==> config.mk <==
export PLATFORM = sky130hd
export DESIGN_NAME = fractional_knapsack_greedy
export DESIGN_NICKNAME = d
export VERILOG_FILES = /design/src/rtl/fkg_pkg.sv /design/src/rtl/fkg_ram.sv /design/src/rtl/fkg_front.sv /design/src/rtl/fkg_back.sv /design/src/rtl/fkg_queue.sv /design/src/rtl/fractional_knapsack_greedy.sv
export SDC_FILE = /design/constraint.sdc
export NUM_CORES = 2
export LEC_CHECK = 0
export BUFFER_PORTS_ARGS = -buffer_cell sky130_fd_sc_hd__clkbuf_2
export CELL_PAD_IN_SITES_DETAIL_PLACEMENT = 2
export CELL_PAD_IN_SITES_GLOBAL_PLACEMENT = 2
export CORE_MARGIN = 4
export CORE_UTILIZATION = 35
export CTS_CLUSTER_SIZE = 12
export DETAILED_ROUTE_END_ITERATION = 10
export GPL_ROUTABILITY_DRIVEN = 0
export GPL_TIMING_DRIVEN = 0
export PLACE_DENSITY = 0.68
export SYNTH_ARGS = -nofsm -noshare
export SYNTH_HDL_FRONTEND = slang
export SYNTH_SLANG_ARGS = --single-unit
==> constraint.sdc <==
create_clock -name i_clk -period 8.6 [get_ports i_clk]
set_clock_uncertainty 0.1 [all_clocks]
set_input_delay 1.29 -clock i_clk [delete_from_list [all_inputs] [get_ports i_clk]]
set_output_delay 1.29 -clock i_clk [all_outputs]
set_load 0.01 [all_outputs]
==> src/rtl/fkg_pkg.sv <==
`timescale 1ns / 1ps
package fkg_pkg;
    localparam int MaxItems = 16;
    localparam int IdxW = $clog2(MaxItems);
    localparam int CntW = $clog2(MaxItems + 1);
    localparam int ProfitW = 28;
    localparam int WholeW = 5;
    localparam int QDepth = 2;
    localparam logic [ProfitW-1:0] ProfitMax = '1;

    // one loaded item, handed from the front to the back
    typedef struct packed {
        logic [15:0] weight;
        logic [15:0] value;
        logic        last;
        logic        keep;
        logic        dropped;
    } t_req;

    // status lines between queue and back
    typedef struct packed {
        logic valid;
        logic pop;
    } t_qctl;
endpackage

==> src/rtl/fkg_ram.sv <==
`timescale 1ns / 1ps
module fkg_ram #(
    parameter int Width = 16,
    parameter int Depth = 16
) (
    input  logic                     i_clk,
    input  logic                     i_we,
    input  logic [$clog2(Depth)-1:0] i_waddr,
    input  logic [Width-1:0]         i_wdata,
    input  logic [$clog2(Depth)-1:0] i_raddr,
    output logic [Width-1:0]         o_rdata
);
    logic [Width-1:0] r_mem [Depth];
    always_ff @(posedge i_clk) begin
        if (i_we) begin
            r_mem[i_waddr] <= i_wdata;
        end
        o_rdata <= r_mem[i_raddr];
    end
endmodule

==> src/rtl/fkg_front.sv <==
`timescale 1ns / 1ps
module fkg_front (
    input  logic           i_clk,
    input  logic           i_rst_n,
    input  logic           i_start,
    input  logic           i_accept,
    input  logic [15:0]    i_item_weight,
    input  logic [15:0]    i_item_value,
    input  logic           i_last_item,
    output fkg_pkg::t_req  o_req
);
    import fkg_pkg::*;
    logic [CntW-1:0] r_count;
    logic            r_ovf;
    logic            w_keep;

    assign w_keep = r_count < CntW'(MaxItems);

    always_ff @(posedge i_clk) begin
        if (!i_rst_n) begin
            r_count <= '0;
            r_ovf   <= 1'b0;
        end else if (i_accept) begin
            if (i_last_item) begin
                r_count <= '0;
                r_ovf   <= 1'b0;
            end else if (w_keep) begin
                r_count <= r_count + 1'b1;
            end else begin
                r_ovf <= 1'b1;
            end
        end
    end

    always_comb begin
        o_req.weight  = i_item_weight;
        o_req.value   = i_item_value;
        o_req.last    = i_last_item;
        o_req.keep    = w_keep;
        o_req.dropped = r_ovf | ~w_keep;
    end

    logic w_unused;
    assign w_unused = i_start;

`ifndef NO_ASSERTIONS
    a_count_bound: assert property (@(posedge i_clk) disable iff (!i_rst_n)
        r_count <= CntW'(MaxItems)) else $error("count past capacity");
    a_ovf_full: assert property (@(posedge i_clk) disable iff (!i_rst_n)
        r_ovf |-> r_count == CntW'(MaxItems)) else $error("overflow early");
    a_clear: assert property (@(posedge i_clk) disable iff (!i_rst_n)
        (i_accept && i_last_item) |=> r_count == '0) else $error("no clear");
`endif
endmodule

==> src/rtl/fkg_back.sv <==
`timescale 1ns / 1ps
module fkg_back (
    input  logic                         i_clk,
    input  logic                         i_rst_n,
    input  logic [15:0]                  i_capacity,
    input  fkg_pkg::t_qctl               i_qctl,
    input  fkg_pkg::t_req                i_req,
    output logic                         o_pop,
    output logic                         o_idle,
    output logic                         o_valid,
    output logic [fkg_pkg::ProfitW-1:0]  o_total_profit,
    output logic [fkg_pkg::WholeW-1:0]   o_whole_items_taken,
    output logic                         o_fraction_taken,
    output logic                         o_items_dropped
);
    import fkg_pkg::*;

    typedef enum logic [7:0] {
        S_LOAD  = 8'b0000_0001,
        S_RD    = 8'b0000_0010,
        S_CMP   = 8'b0000_0100,
        S_SWAP  = 8'b0000_1000,
        S_FRD   = 8'b0001_0000,
        S_FILL  = 8'b0010_0000,
        S_DIV   = 8'b0100_0000,
        S_DONE  = 8'b1000_0000
    } t_state;

    t_state r_state, n_state;
    logic [CntW-1:0]  r_n;
    logic [IdxW-1:0]  r_j;
    logic [CntW-1:0]  r_lim;
    logic [CntW-1:0]  r_i;
    logic             r_drop;
    logic             r_phase;
    logic [15:0]      r_wa, r_va, r_wb, r_vb;
    logic [31:0]      r_pa, r_pb;
    logic [16:0]      r_rem;
    logic [ProfitW+8:0] r_prof;
    logic [WholeW-1:0] r_whole;
    logic             r_frac;
    logic [39:0]      r_num;
    logic [16:0]      r_part;
    logic [5:0]       r_bit;
    logic [23:0]      r_quo;
    logic [31:0]      r_mul;

    logic             w_we;
    logic [IdxW-1:0]  w_waddr, w_raddr;
    logic [31:0]      w_wdata, w_rdata;

    fkg_ram #(.Width(32), .Depth(MaxItems)) u_ram (
        .i_clk(i_clk), .i_we(w_we), .i_waddr(w_waddr), .i_wdata(w_wdata),
        .i_raddr(w_raddr), .o_rdata(w_rdata)
    );

    assign o_pop  = r_state == S_LOAD && i_qctl.valid;
    assign o_idle = r_state == S_LOAD && !i_qctl.valid;

    logic [16:0] w_sub;
    assign w_sub = {r_part[15:0], r_num[39]} - {1'b0, r_wa};

    always_comb begin
        w_we    = 1'b0;
        w_waddr = r_n[IdxW-1:0];
        w_wdata = {i_req.weight, i_req.value};
        w_raddr = r_j;
        if (r_state == S_LOAD) begin
            w_we = o_pop && i_req.keep;
        end else if (r_state == S_SWAP) begin
            // write back the pair in swapped order, one word a cycle
            w_we    = r_pa < r_pb;
            w_waddr = r_phase ? r_j + 1'b1 : r_j;
            w_wdata = r_phase ? {r_wa, r_va} : {r_wb, r_vb};
        end else if (r_state == S_RD) begin
            w_raddr = r_phase ? r_j + 1'b1 : r_j;
        end else if (r_state == S_FRD) begin
            w_raddr = r_i[IdxW-1:0];
        end
    end

    always_ff @(posedge i_clk) begin
        if (!i_rst_n) begin
            r_state <= S_LOAD;
            r_n     <= '0;
            o_valid <= 1'b0;
            r_phase <= 1'b0;
        end else begin
            o_valid <= 1'b0;
            unique case (r_state)
                S_LOAD: begin
                    if (o_pop) begin
                        if (i_req.keep) r_n <= r_n + 1'b1;
                        if (i_req.last) begin
                            r_drop  <= i_req.dropped;
                            r_j     <= '0;
                            r_phase <= 1'b0;
                            r_lim   <= (i_req.keep ? r_n + 1'b1 : r_n) - 1'b1;
                            r_i     <= '0;
                            r_rem   <= {1'b0, i_capacity};
                            r_prof  <= '0;
                            r_whole <= '0;
                            r_frac  <= 1'b0;
                            if ((i_req.keep ? r_n + 1'b1 : r_n) > CntW'(1))
                                r_state <= S_RD;
                            else
                                r_state <= S_FRD;
                        end
                    end
                end
                S_RD: begin
                    // two reads, data lands in the cycle after each read
                    r_phase <= ~r_phase;
                    if (r_phase) begin
                        {r_wa, r_va} <= w_rdata;
                        r_state <= S_CMP;
                    end
                end
                S_CMP: begin
                    if (r_phase) begin
                        r_pa <= 32'(r_va) * 32'(r_wb);
                        r_pb <= 32'(r_vb) * 32'(r_wa);
                        r_phase <= 1'b0;
                        r_state <= S_SWAP;
                    end else begin
                        {r_wb, r_vb} <= w_rdata;
                        r_phase <= 1'b1;
                    end
                end
                S_SWAP: begin
                    if (r_pa >= r_pb || r_phase) begin
                        r_phase <= 1'b0;
                        if (CntW'(r_j) + 1'b1 >= r_lim) begin
                            r_j   <= '0;
                            r_lim <= r_lim - 1'b1;
                            r_state <= (r_lim > CntW'(1)) ? S_RD : S_FRD;
                        end else begin
                            r_j <= r_j + 1'b1;
                            r_state <= S_RD;
                        end
                    end else begin
                        r_phase <= 1'b1;
                    end
                end
                S_FRD: begin
                    if (r_i >= r_n) begin
                        r_state <= S_DONE;
                    end else begin
                        r_phase <= ~r_phase;
                        if (r_phase) r_state <= S_FILL;
                    end
                end
                S_FILL: begin
                    r_wa <= w_rdata[31:16];
                    if (r_rem >= {1'b0, w_rdata[31:16]}) begin
                        r_rem   <= r_rem - {1'b0, w_rdata[31:16]};
                        r_prof  <= r_prof + {13'd0, w_rdata[15:0], 8'd0};
                        r_whole <= r_whole + 1'b1;
                        r_i     <= r_i + 1'b1;
                        r_state <= S_FRD;
                    end else if (r_rem == '0) begin
                        r_state <= S_DONE;
                    end else begin
                        r_mul   <= 32'(w_rdata[15:0]) * 32'(r_rem[15:0]);
                        r_bit   <= 6'd41;
                        r_part  <= '0;
                        r_frac  <= 1'b1;
                        r_state <= S_DIV;
                    end
                end
                S_DIV: begin
                    // restoring division, one quotient bit a cycle
                    if (r_bit == 6'd41) begin
                        r_num <= {r_mul, 8'd0};
                        r_quo <= '0;
                        r_bit <= 6'd40;
                    end else if (r_bit == '0) begin
                        r_prof  <= r_prof + {13'd0, r_quo};
                        r_state <= S_DONE;
                    end else begin
                        if (!w_sub[16]) begin
                            r_part <= w_sub;
                            r_quo  <= {r_quo[22:0], 1'b1};
                        end else begin
                            r_part <= {r_part[15:0], r_num[39]};
                            r_quo  <= {r_quo[22:0], 1'b0};
                        end
                        r_num <= {r_num[38:0], 1'b0};
                        r_bit <= r_bit - 1'b1;
                    end
                end
                S_DONE: begin
                    o_valid <= 1'b1;
                    o_total_profit <= (r_prof > {9'd0, ProfitMax}) ? ProfitMax
                                      : r_prof[ProfitW-1:0];
                    o_whole_items_taken <= r_whole;
                    o_fraction_taken    <= r_frac;
                    o_items_dropped     <= r_drop;
                    r_n     <= '0;
                    r_state <= S_LOAD;
                end
                default: r_state <= S_LOAD;
            endcase
        end
    end

    logic w_unused;
    assign w_unused = i_qctl.pop;

`ifndef NO_ASSERTIONS
    a_onehot: assert property (@(posedge i_clk) disable iff (!i_rst_n)
        $onehot(r_state)) else $error("state not one-hot");
    a_valid_pulse: assert property (@(posedge i_clk) disable iff (!i_rst_n)
        o_valid |=> !o_valid) else $error("result held");
    a_pop_load: assert property (@(posedge i_clk) disable iff (!i_rst_n)
        o_pop |-> r_state == S_LOAD) else $error("pop outside load");
`endif
endmodule

==> src/rtl/fkg_queue.sv <==
`timescale 1ns / 1ps
module fkg_queue (
    input  logic           i_clk,
    input  logic           i_rst_n,
    input  logic           i_push,
    input  fkg_pkg::t_req  i_req,
    input  logic           i_pop,
    output fkg_pkg::t_qctl o_qctl,
    output fkg_pkg::t_req  o_req,
    output logic           o_full
);
    import fkg_pkg::*;
    t_req r_q [QDepth];
    logic [1:0] r_cnt;

    always_ff @(posedge i_clk) begin
        if (!i_rst_n) begin
            r_cnt <= '0;
        end else begin
            r_cnt <= r_cnt + {1'b0, i_push} - {1'b0, i_pop};
        end
        if (i_pop) begin
            // advance the head; a request arriving into a single-entry queue lands at the head
            r_q[0] <= (i_push && r_cnt == 2'd1) ? i_req : r_q[1];
            if (i_push && r_cnt == 2'd2) r_q[1] <= i_req;
        end else if (i_push) begin
            r_q[r_cnt[0]] <= i_req;
        end
    end

    assign o_qctl.valid = r_cnt != '0;
    assign o_qctl.pop   = i_pop;
    assign o_req  = r_q[0];
    assign o_full = r_cnt == 2'(QDepth);

`ifndef NO_ASSERTIONS
    a_no_over: assert property (@(posedge i_clk) disable iff (!i_rst_n)
        !(i_push && o_full && !i_pop)) else $error("queue overrun");
    a_no_under: assert property (@(posedge i_clk) disable iff (!i_rst_n)
        i_pop |-> r_cnt != '0) else $error("queue underrun");
    a_bound: assert property (@(posedge i_clk) disable iff (!i_rst_n)
        r_cnt <= 2'(QDepth)) else $error("count past depth");
`endif
endmodule

==> src/rtl/fractional_knapsack_greedy.sv <==
`timescale 1ns / 1ps
// Items are loaded one per cycle while busy is low; a two-entry queue lets
// the loader run ahead of the sorter. On the last item the sorter runs a
// bubble sort through a RAM with one read and one write port, then the
// greedy fill runs over the sorted items and a bit-serial divider works
// out the fractional part. The result appears for one cycle with o_done
// high and cannot be stalled; busy stays high from the last item until the
// result is out.
module fractional_knapsack_greedy (
    input  logic        i_clk,
    input  logic        i_rst_n,
    input  logic        i_start,
    output logic        busy,
    input  logic [15:0] i_item_weight,
    input  logic [15:0] i_item_value,
    input  logic        i_last_item,
    output logic        o_done,
    output logic [27:0] o_total_profit,
    output logic [4:0]  o_whole_items_taken,
    output logic        o_fraction_taken,
    output logic        o_items_dropped,
    input  logic        psel,
    input  logic        penable,
    input  logic        pwrite,
    input  logic        paddr,
    input  logic [31:0] pwdata,
    output logic [31:0] prdata,
    output logic        pready
);
    import fkg_pkg::*;
    logic [15:0] r_capacity;
    logic        r_busy;
    logic        w_accept, w_full, w_pop, w_idle;
    t_req        w_freq, w_qreq;
    t_qctl       w_qctl;

    assign pready = 1'b1;
    assign prdata = paddr ? 32'd0 : {16'd0, r_capacity};
    always_ff @(posedge i_clk) begin
        if (!i_rst_n) r_capacity <= '0;
        else if (psel && penable && pwrite && !paddr) r_capacity <= pwdata[15:0];
    end

    assign busy     = r_busy | w_full;
    assign w_accept = i_start && !busy;

    // hold busy from the last item until the result is shown
    always_ff @(posedge i_clk) begin
        if (!i_rst_n) r_busy <= 1'b0;
        else if (w_accept && i_last_item) r_busy <= 1'b1;
        else if (o_done) r_busy <= 1'b0;
    end

    fkg_front u_front (
        .i_clk(i_clk), .i_rst_n(i_rst_n), .i_start(i_start), .i_accept(w_accept),
        .i_item_weight(i_item_weight), .i_item_value(i_item_value),
        .i_last_item(i_last_item), .o_req(w_freq)
    );

    fkg_queue u_queue (
        .i_clk(i_clk), .i_rst_n(i_rst_n), .i_push(w_accept), .i_req(w_freq),
        .i_pop(w_pop), .o_qctl(w_qctl), .o_req(w_qreq), .o_full(w_full)
    );

    fkg_back u_back (
        .i_clk(i_clk), .i_rst_n(i_rst_n), .i_capacity(r_capacity),
        .i_qctl(w_qctl), .i_req(w_qreq), .o_pop(w_pop), .o_idle(w_idle),
        .o_valid(o_done), .o_total_profit(o_total_profit),
        .o_whole_items_taken(o_whole_items_taken),
        .o_fraction_taken(o_fraction_taken), .o_items_dropped(o_items_dropped)
    );

`ifndef NO_ASSERTIONS
    a_busy_hold: assert property (@(posedge i_clk) disable iff (!i_rst_n)
        (w_accept && i_last_item) |=> busy) else $error("busy dropped");
    a_done_busy: assert property (@(posedge i_clk) disable iff (!i_rst_n)
        o_done |-> r_busy) else $error("result while idle");
    a_idle_free: assert property (@(posedge i_clk) disable iff (!i_rst_n)
        (w_idle && !r_busy) |-> !w_full) else $error("idle yet full");
`endif
endmodule

; Yosys cells after proc, flatten, opt, wreduce, memory -nomap -nowiden
; Memories as Yosys holds them, arrays and structs flattened. A register that Yosys moved wholly into a read port is not among the register bits.
; Cells that the tools add are included.
[word_totals]
ff_bits = 395
latchBits = 0
mem_bits_rw = 582
romBits = 0
in_bits = 72
mem_count = 2
[classes]
addsub = 15
multipliers = 3
div = 0
order_cmp = 9
eq_ne = 28
shift = 0
muxes = 107
bitwise_logic = 6
reduce_logical = 46
[memory_table]
columns = memory, words, word_bits, read_ports, rd_ports_with_merged_regs, wr, line_no
row1 = u_back.u_ram.r_mem, 16, 32, 1, 1, 1, fkg_ram.sv:13  ; logic [Width-1:0] r_mem [Depth];
row2 = u_queue.r_q, 2, 35, 2, 0, 1, fkg_queue.sv:13  ; t_req r_q [QDepth];
[ops]
columns = cell, n
row1 = 2-to-1 mux 37 bit, 5
row2 = 2-to-1 mux 16 bit, 7
row3 = one-hot mux 37 bit (3 select lines), 1
row4 = 2-to-1 mux 35 bit, 3
row5 = multiplier 16 x 16 -> 32 bit, 3
row6 = 2-to-1 mux 32 bit, 3
row7 = 2-to-1 mux 8 bit, 12
row8 = 2-to-1 mux 40 bit, 2
row9 = adder 37 x 24 -> 37 bit, 2
row10 = 2-to-1 mux 5 bit, 14
row11 = OR reduction 35 bit, 2
row12 = one-hot mux 16 bit (2 select lines), 2
row13 = one-hot mux 8 bit (7 select lines), 1
row14 = 2-to-1 mux 17 bit, 3
row15 = 2-to-1 mux 4 bit, 11
row16 = one-hot mux 5 bit (2 select lines), 4
row17 = > comparator 37 x 28 -> 1 bit (second input constant), 1
row18 = one-hot mux 17 bit (2 select lines), 1
row19 = subtractor 17 x 16 -> 17 bit, 2
row20 = greater-or-equal comparator 32 bit, 1
row21 = < comparator 32 bit, 1
row22 = 2-to-1 mux 1 bit, 29
row23 = 2-to-1 mux 24 bit, 1
row24 = 2-to-1 mux 6 bit, 4
row25 = other kinds (46), 99

; Depth between registers and ports, before layout
[depth]
word_depth = 11
depth_mapped = 25
depth_no_buf = 23

; Hierarchy
; A second synthesis with hierarchy kept.
[unflattened]
cells_unflattened = 5657
area_unflattened_um2 = 68438.1
[by_module_without_submodules]
columns = module, n_inst, cells_per_inst, area_per_inst_um2
row1 = fkg_back, 1, 4510, 44268.7
row2 = fkg_ram, 1, 838, 19836.5
row3 = fkg_queue, 1, 126, 2807.7
row4 = fractional_knapsack_greedy, 1, 114, 968.4
row5 = fkg_front, 1, 69, 556.8

; Least setup slack after synthesis
; No wires, ideal clock.
[synth_timing]
kind = reg-to-reg
start = register u_back.r_rem[7]
end = register u_back.r_mul[31] (data pin)
t_arrival_ns = 6.006
required_ns = 8.240
slack_ns = 2.234
path_stages_with_launch = 24
n_path_buf = 3
period_less_slack_ns = 6.366
cell_sequence = edfxtp_1 clkbuf_1 clkbuf_1 nand2_1 fa_1 fa_1 inv_1 fa_1 fa_1 fa_1 inv_1 fa_1 inv_1 ha_1 clkbuf_1 nand4_1 nor2_1 nand2_1 o311ai_1 a31oi_1 o31ai_1 o21a_1 nor2_1 xnor2_1
[synth_between]
elab_chain_cells = 1
[synth_lines]
columns = element, line_no
row1 = from (decl), fkg_back.sv:38  ; logic [16:0] r_rem;
row2 = from (signal assigned), fkg_back.sv:100  ; r_rem <= {1'b0, i_capacity};
row3 = from (signal assigned), fkg_back.sv:156  ; r_rem <= r_rem - {1'b0, w_rdata[31:16]};
row4 = multiplier 16 x 16 -> 32 bit, fkg_back.sv:164  ; r_mul <= 32'(w_rdata[15:0]) * 32'(r_rem[15:0]);
row5 = to (signal assigned), fkg_back.sv:164
row6 = to (decl), fkg_back.sv:46  ; logic [31:0] r_mul;
; No other way between the ends.
; A chain may end at the register's enable or synchronous reset.

; Worst setup path after layout
[layout_timing]
start = register u_back.u_ram.o_rdata[6], read port of u_back.u_ram.r_mem
end = register u_back.r_mul[31] (data pin)
[layout_between]
elab_chain_cells = 1
[layout_lines]
columns = element, line_no
row1 = from (decl), fkg_ram.sv:11  ; output logic [Width-1:0] o_rdata
row2 = multiplier 16 x 16 -> 32 bit, fkg_back.sv:164
; No other way between the ends.

==> results.cfg <==
[run]
cap_violations = 0

[worst_setup_path]
critPathMaxFanout = 10
startpoint_type = register
worstPathRequired_ns = 8.98
crit_arrival_ns = 8.65
end_kind = register
crit_type = register to register

[sta]
fmax_mhz = 121
report.final.slew_viol_count = 0
tightest_slew_ns = 1.31
slew_headroom_pct = 11.9
min_period_over_period_pct = 96.2
tns_ns = 0
setup_violations = 0
grt_setup_unrepaired = false
hold_viol = 0
fin_crit_ns = 8.27

[layout]
area_delta_synth_final_pct = 12.7
nets = 7655
layout.cells.non_filler = 9288
fillers = 20474
drive_above_1_share_pct = 9.13
final_common_cell = nand2_1
mostFrequentLayoutCells = nand2_1, edfxtp_1, inv_1, fa_1, ha_1
final_util_pct = 39.7

[floorplanning]
start_util_pct = 35.2
die_y_um = 451
num_rows = 162
core_area_um2 = 195000
io_pins = 142
die_w_um = 451
dieArea_um2 = 203000

[grt]
grt_pass1_wl_um = 358000
grt_pass1_vias = 54998
grt_max_degree = 57
antenna_found_initial = 13
grt_usage_pct = 23.3
grt_overflow = 0

[synth]
synth_compound_area_share_pct = 8.16
synthMuxAreaShare_pct = 1.71
ys_ff_latch = 1002
synth_cells = 6258
synth_top_family_by_area = adder cells
synth_fa_ha_area_share_pct = 25.1
synth_flop_cell = edfxtp_1
synth-async-reset-ratio_pct = 0
yosys.area_share.simple_pct = 14.0
synth_cell_types = 86
synth_edf_count = 930
yosysSeqAreaShare_pct = 42.8
synthXorXnorAreaFrac_pct = 2.11
avgSynthCellArea_um2 = 11.0
syn-cell-area_um2 = 68500
yosys_warnings = 0

[clocking]
htree_levels = 3
insertion_delay_ns = 0.81
cts_tree = yes
cts.sinks = 1002
cts_root_buf = clkbuf_16
clockBufferDepth = 3
path_clk_slew_ns = 0.06
cts-buffers-inserted = 116

[placement]
place_hpwl_um = 183000
port_buffers = 107
dp.cells = 9064

[status]
outcome = completed

[route]
ant_nets = 0
vias = 48493
viasPerCell = 5.22
dr.pass1.iters = 7
wire_per_inst_um = 25.6
drt_iter0_drc = 3026
drc = 0
drt_wl_total_um = 237000

[worst_hold_path]
hold_class = register to register
worst paths after layout:
| check | cells after the start | to | slack [ns] | startpoint |
|---|---|---|---|---|
| max reg2reg | 22 | u_back.r_mul[31] | 0.33 | u_back.u_ram.o_rdata[6] |
| min | 0 | u_back.r_drop | 0.33 | u_queue.r_q[0][0] |
| max | 22 | u_back.r_mul[31] | 0.33 | u_back.u_ram.o_rdata[6] |
| min reg2reg | 0 | u_back.r_drop | 0.33 | u_queue.r_q[0][0] |
critical path, stage by stage, from the launching register on:
cell and delay [ns]:
dfxtp_1 0.95, clkbuf_1 0.59, nand2_1 0.15, fa_1 0.50, inv_1 0.05, fa_1 0.46
fa_1 0.57, fa_1 0.46, fa_1 0.50, inv_1 0.05, fa_1 0.60, inv_1 0.07
ha_1 0.27, clkbuf_1 0.26, nand4_1 0.22, nor2_1 0.37, nand2_1 0.12, o311ai_1 0.53
a31oi_1 0.32, o31ai_1 0.43, o21a_1 0.16, nor2_1 0.05, xnor2_1 0.14
cells in the mapped netlist (7+ instances only):
cell type / count / area share [%]
nor2_1: 165 / 0.90
ha_1: 439 / 8.0
and2_1: 433 / 4.0
inv_1: 776 / 4.2
or3_1: 8 / 0.073
o221ai_1: 35 / 0.45
mux2_2: 67 / 1.1
o21ai_0: 213 / 1.6
or2_2: 37 / 0.34
dfxtp_1: 72 / 2.1
xnor2_1: 103 / 1.3
nor2b_1: 66 / 0.60
a21oi_1: 156 / 1.1
a21boi_0: 28 / 0.31
a211oi_1: 83 / 0.91
and2_0: 9 / 0.082
nand3_1: 113 / 0.83
o21bai_1: 18 / 0.20
nand2b_1: 21 / 0.19
mux2i_1: 42 / 0.61
nand2_1: 1063 / 5.8
nor4_1: 14 / 0.13
buf_4: 19 / 0.21
buf_1: 7 / 0.038
o211ai_1: 8 / 0.088
a22oi_1: 37 / 0.41
buf_2: 69 / 0.50
a21o_1: 82 / 0.90
clkbuf_1: 183 / 1.0
nor3_1: 36 / 0.26
o31ai_1: 10 / 0.11
nand4_1: 25 / 0.23
o21a_1: 22 / 0.24
nand4b_1: 8 / 0.10
and3_1: 20 / 0.18
xor2_1: 60 / 0.77
a31oi_1: 84 / 0.77
edfxtp_1: 930 / 41
fa_1: 586 / 17
o22ai_1: 19 / 0.17
layer usage:
layer  wire [um]  track usage (%)  vias up  share of wire [%]
met5           0                0        -                  0
met4        7620             7.36        0                3.2
met3        7610             2.30      276                3.2
met2      119000             41.0      806                 50
met1      103000             30.1    25836                 44
li1            -                -    21575                  -
kinds of logic (layout without fill, tap and decap cells):
family                   after synthesis  in the layout
adder cells (fa/ha/maj)             1025           1025
flip-flops                          1002           1002
XOR/XNOR                             164            164
multiplexers                         109            109
AND/OR/NAND/NOR                     2037           2037
AO/OA/AOI/OAI                        860            860
other                                  2             23
buffers and inverters               1059           1444
stage by stage:
step	setup slack, ns	hold WS [ns]	cell area, um^2
after floorplan	2.23	0.300	68600
after global placement	0.171	0.303	72400
after detailed placement	0.113	0.321	73400
after CTS	0.0522	0.336	77300
after global routing	0.00686	0.343	77300
final	0.326	0.334	77300
registers in the layout, indices dropped and copies added (netlist names), 17 cells and up:
register               cells
u_back.r_num              32
u_back.r_rem              17
u_back.r_pb               32
u_back.r_prof             37
u_back.u_ram.r_mem       512
u_back.r_quo              24
u_back.o_total_profit     28
u_back.u_ram.o_rdata      32
u_back.r_pa               32
u_back.r_mul              32
u_queue.r_q               70
final cells by class:
type                    instances  area (um^2)  area share [%]
clock buffers                 160         3300            4.27
well taps                    2624         3280            4.25
inverters                     776         2920            3.77
plain buffers                 283         1250            1.62
flip-flops and latches       1002        29400            38.0
multi-input cells            4212        35300            45.6
repair buffers                167         1340            1.74
clock inverters                58          536           0.693
diodes                          6         15.0          0.0194
what timing repair did:
item	in CTS	in global routing
setup endpoints to repair	1	1
resized for setup	1	9
hold buffers	0	0
setup buffers	0	0
Power is left out: the tool's default activity adds up to more than one toggle a clock period on the data nets, which glitch-free logic cannot reach.
